--- src/rtl/rrt_tree_extend_3d_core_assert.svh ---
// assertion macros for the rrt tree extend core
// needs clk and arst_n in the scope of the module that uses them
`ifndef RRT_TREE_EXTEND_3D_CORE_ASSERT_SVH
`define RRT_TREE_EXTEND_3D_CORE_ASSERT_SVH

// same-cycle implication, checked out of reset
`define RRT_ASSERT_IMP(lbl, ante, cons, msg) \
	lbl: assert property (@(posedge clk) disable iff (!arst_n) (ante) |-> (cons)) \
		else $error(msg);

// next-cycle implication, checked out of reset
`define RRT_ASSERT_NXT(lbl, ante, cons, msg) \
	lbl: assert property (@(posedge clk) disable iff (!arst_n) (ante) |=> (cons)) \
		else $error(msg);

`endif

--- src/rtl/rrt3d_ram.sv ---
// generic single-port-write, single-port-read ram with registered read
// no dependencies
module rrt3d_ram #(
	parameter int WIDTH = 8,
	parameter int DEPTH = 16
) (
	input  logic                     clk,
	input  logic                     we,
	input  logic [$clog2(DEPTH)-1:0] waddr,
	input  logic [WIDTH-1:0]         wdata,
	input  logic [$clog2(DEPTH)-1:0] raddr,
	output logic [WIDTH-1:0]         rdata
);

	logic [WIDTH-1:0] mem [DEPTH];

	always_ff @(posedge clk) begin
		if (we) begin
			mem[waddr] <= wdata;
		end
		rdata <= mem[raddr];
	end

endmodule

--- config.mk ---
export PLATFORM = sky130hd
export DESIGN_NAME = rrt3d_ram
export DESIGN_NICKNAME = d
export VERILOG_FILES = /design/src/rtl/rrt_tree_extend_3d_core_assert.svh /design/src/rtl/rrt3d_ram.sv
export SDC_FILE = /design/constraint.sdc
export NUM_CORES = 1
export LEC_CHECK = 0
export ABC_AREA = 1
export BUFFER_PORTS_ARGS = -buffer_cell sky130_fd_sc_hd__buf_2
export CORE_ASPECT_RATIO = 0.7
export CORE_MARGIN = 2
export CORE_UTILIZATION = 50
export DETAILED_ROUTE_END_ITERATION = 7
export PLACE_DENSITY = 0.7
export SLEW_MARGIN = 0
export SYNTH_ARGS = -nofsm -noshare
export SYNTH_HDL_FRONTEND = slang
export SYNTH_SLANG_ARGS = --single-unit
--- constraint.sdc ---
create_clock -name clk -period 1.3 [get_ports clk]
set_clock_uncertainty 0.1 [all_clocks]
set_input_delay 0.26 -clock clk [delete_from_list [all_inputs] [get_ports clk]]
set_output_delay 0.26 -clock clk [all_outputs]
set_load 0.01 [all_outputs]
==> flow_summary_export.csv <==
group,metric,value,unit
final_layout,layout.nets,618,
synth,synth_area_leaders,"edfxtp_1 (67%), nand2_1 (11%), nand3_1 (8.4%)",
floorplanning,initial_core_util,0.518,
critical_path,critPathBufInv,1,
synth,syn-num-nets,569,
pwr,peakVddDrop,978,uV
final_layout,diodes,0,
clocking,clock_latency,0.41,ns
global_routing,antenna_found_initial,1,
synth,yosys.area.top_type,"edfxtp_1",
hold_path,min_path_type,"in2reg",
sta,maxSlewViolCount,0,
critical_path,critPathLaunchType,"flip-flop",
synth,synth_edf_count,128,
critical_path,critPathMaxStageDelay,0.36,ns
global_routing,track_usage,0.239,
clocking,clockRootBuffer,"clkbuf_16",
critical_path,path_delay_family,"flip-flops",
clocking,cts.sinks,136,
sta,fin_crit_sh,0.968,
routing,vias_per_cell,5.28,
critical_path,critical_path_class,"reg2out",
synth,async_reset_ff_frac,0,
sta,fin_crit,1.26,ns
final_layout,fin_cells,766,
placement,port_buffers,25,
synth,netlist_area,5770,um2
floorplanning,coreArea,11100,um2
pwr,p_per_area,1580,nW/um2
placement,place.gp.congestion,0.825,
routing,ant_nets,0,
floorplanning,die_area,12400,um2
clocking,clk_pin_slew_worst_paths,0.06,ns
final_layout,final_layout_size_suffix_gt1_frac,0.139,
critical_path,critPathMaxFanout,1,
routing,routed_wl,13800,um
floorplanning,die_h,93.9,um
final_layout,synthToLayoutAreaGrowth,18.9,%
clocking,cts_buffer_depth,2,
sta,worst_slew_pin_slew,0.397,ns
global_routing,grt_max_degree,64,
floorplanning,num_rows,32,
synth,syn_avg_cell_area,10.5,um2
clocking,cts_hold_buf,0,
synth,synth_ff_type,"edfxtp_1",
critical_path,cp.arrival,0.90,ns
sta,setup_viol,0,
synth,ys_types,12,
routing,wl_per_cell,18.0,um
floorplanning,ioPinCount,26,
clocking,cts_max_level,4,
synth,yosysSeqAreaShare,0.694,
critical_path,cp_slowest_cell,"dfxtp_2",
global_routing,grt_pass1_vias,3786,
routing,vias,4045,
outcome,outcome,"completed",
critical_path,critPathCaptureType,"output port",
synth,ys_warn_count,0,
sta,maxSlewHeadroom,0.735,
critical_path,cp.required,0.94,ns
clocking,numCtsBuffers,17,
synth,synth_common_cells,"nand2_1 (173), edfxtp_1 (128), inv_1 (100)",
sta,hold_viol_final,0,
placement,placed_cells,734,
routing,drt_iter0_drc,432,
synth,synth_top_area_share,0.667,
global_routing,grt_pass1_wl,21400,um
sta,fmax,795,MHz
floorplanning,die_x,132,um
pwr,p_leak,0.00301,uW
routing,drc,0,
global_routing,grt_overflow,0,
run,maxCapViolCount,0,
synth,syn_inst,551,
critical_path,crit_chain,"buf_2",
sta,setup_tns,0,ns
synth,yosysMostFrequentCell,"nand2_1",
clocking,cts_tree,"done",
placement,dpl.hpwl,8300,um
sta,rsz0062_at_grt,"false",
synth,ys_seq_elements,136,
routing,dr.pass1.iters,7,
## what timing repair did
action / 4_1_cts / 5_1_grt
gates resized for setup: 1 / 0
buffers inserted: 0 / 0
endpoints found under the setup margin: 1 / 0
## area by class of cell
cell class	instances	area [um2]
clock buffer	23	478
clock inverter	9	169
fill	924	4270
inverter	102	383
multi-input combinational	289	1210
sequential	136	4010
tap	153	191
timing repair buffer	54	418
## through the flow
step | hold WS (ns) | util | setup WS (ns) | power (uW) | cell area [um2]
final | 0.118 | 0.616 | 0.0415 | 10900 | 6860
after global routing | 0.132 | 0.616 | 0.0200 | 11200 | 6860
after CTS | 0.103 | 0.616 | 0.0425 | 10900 | 6860
after detailed placement | 0.537 | 0.558 | -0.139 | 5670 | 6210
after global placement | 0.530 | 0.558 | -0.0960 | 5660 | 6210
after floorplan | 0.259 | - | -0.0108 | 5380 | 5770
## worst reg2reg max path, stage by stage, from the launching register on
cell and delay, ns:
edfxtp_1 0.37, inv_1 0.07, nand2_1 0.05, nand3_1 0.17
nand3_1 0.10, nand3_1 0.12, nand2_1 0.06
## cells in the final DEF (no fill, tap or decap)
master     count
dfxtp_2        1
inv_1        100
clkbuf_8       3
dfxtp_1        7
buf_2         25
buf_12         6
edfxtp_1     128
clkbuf_1       3
nand2_1      173
clkinv_1       1
nor2_1        17
nand3_1       97
clkinv_2       3
bufinv_16      5
nand3b_1       2
clkbuf_16     17
buf_4         23
inv_2          2
## power by group
part | switching, uW | internal, uW | total [uW]
clock | 1720 | 3540 | 5260
sequential | 32.1 | 4900 | 4940
combinational | 447 | 210 | 657
total | 2200 | 8660 | 10900
## flip-flops by register name (all words and copies together) (netlist names)
signal	cells
rdata	8
mem	128
## path summary, 6_finish.rpt
path	cells past startpoint	startpoint	slack, ns	endpoint
max reg2reg	6	mem[11][1]$_DFFE_PP_	0.16	rdata[1]$_DFF_P_
min	3	raddr[3]	0.12	rdata[0]$_DFF_P_
min reg2reg	6	mem[6][7]$_DFFE_PP_	0.55	rdata[7]$_DFF_P_
max	1	rdata[0]$_DFF_P_	0.04	rdata[0]
## routing by layer
layer | up-vias | track usage | part of all wire
met4 | 0 | 0.0905 | 0.016
met1 | 1956 | 0.350 | 0.45
met3 | 22 | 0.0469 | 0.088
met2 | 193 | 0.357 | 0.45
met5 | - | 0 | 0
li1 | 1874 | - | -
## logic make-up after synthesis
family / share of synthesized area
flip-flops: 0.694
buffers and inverters: 0.0952
AND/OR/NAND/NOR: 0.210
Note: power is estimated with default switching activity, not from simulation.
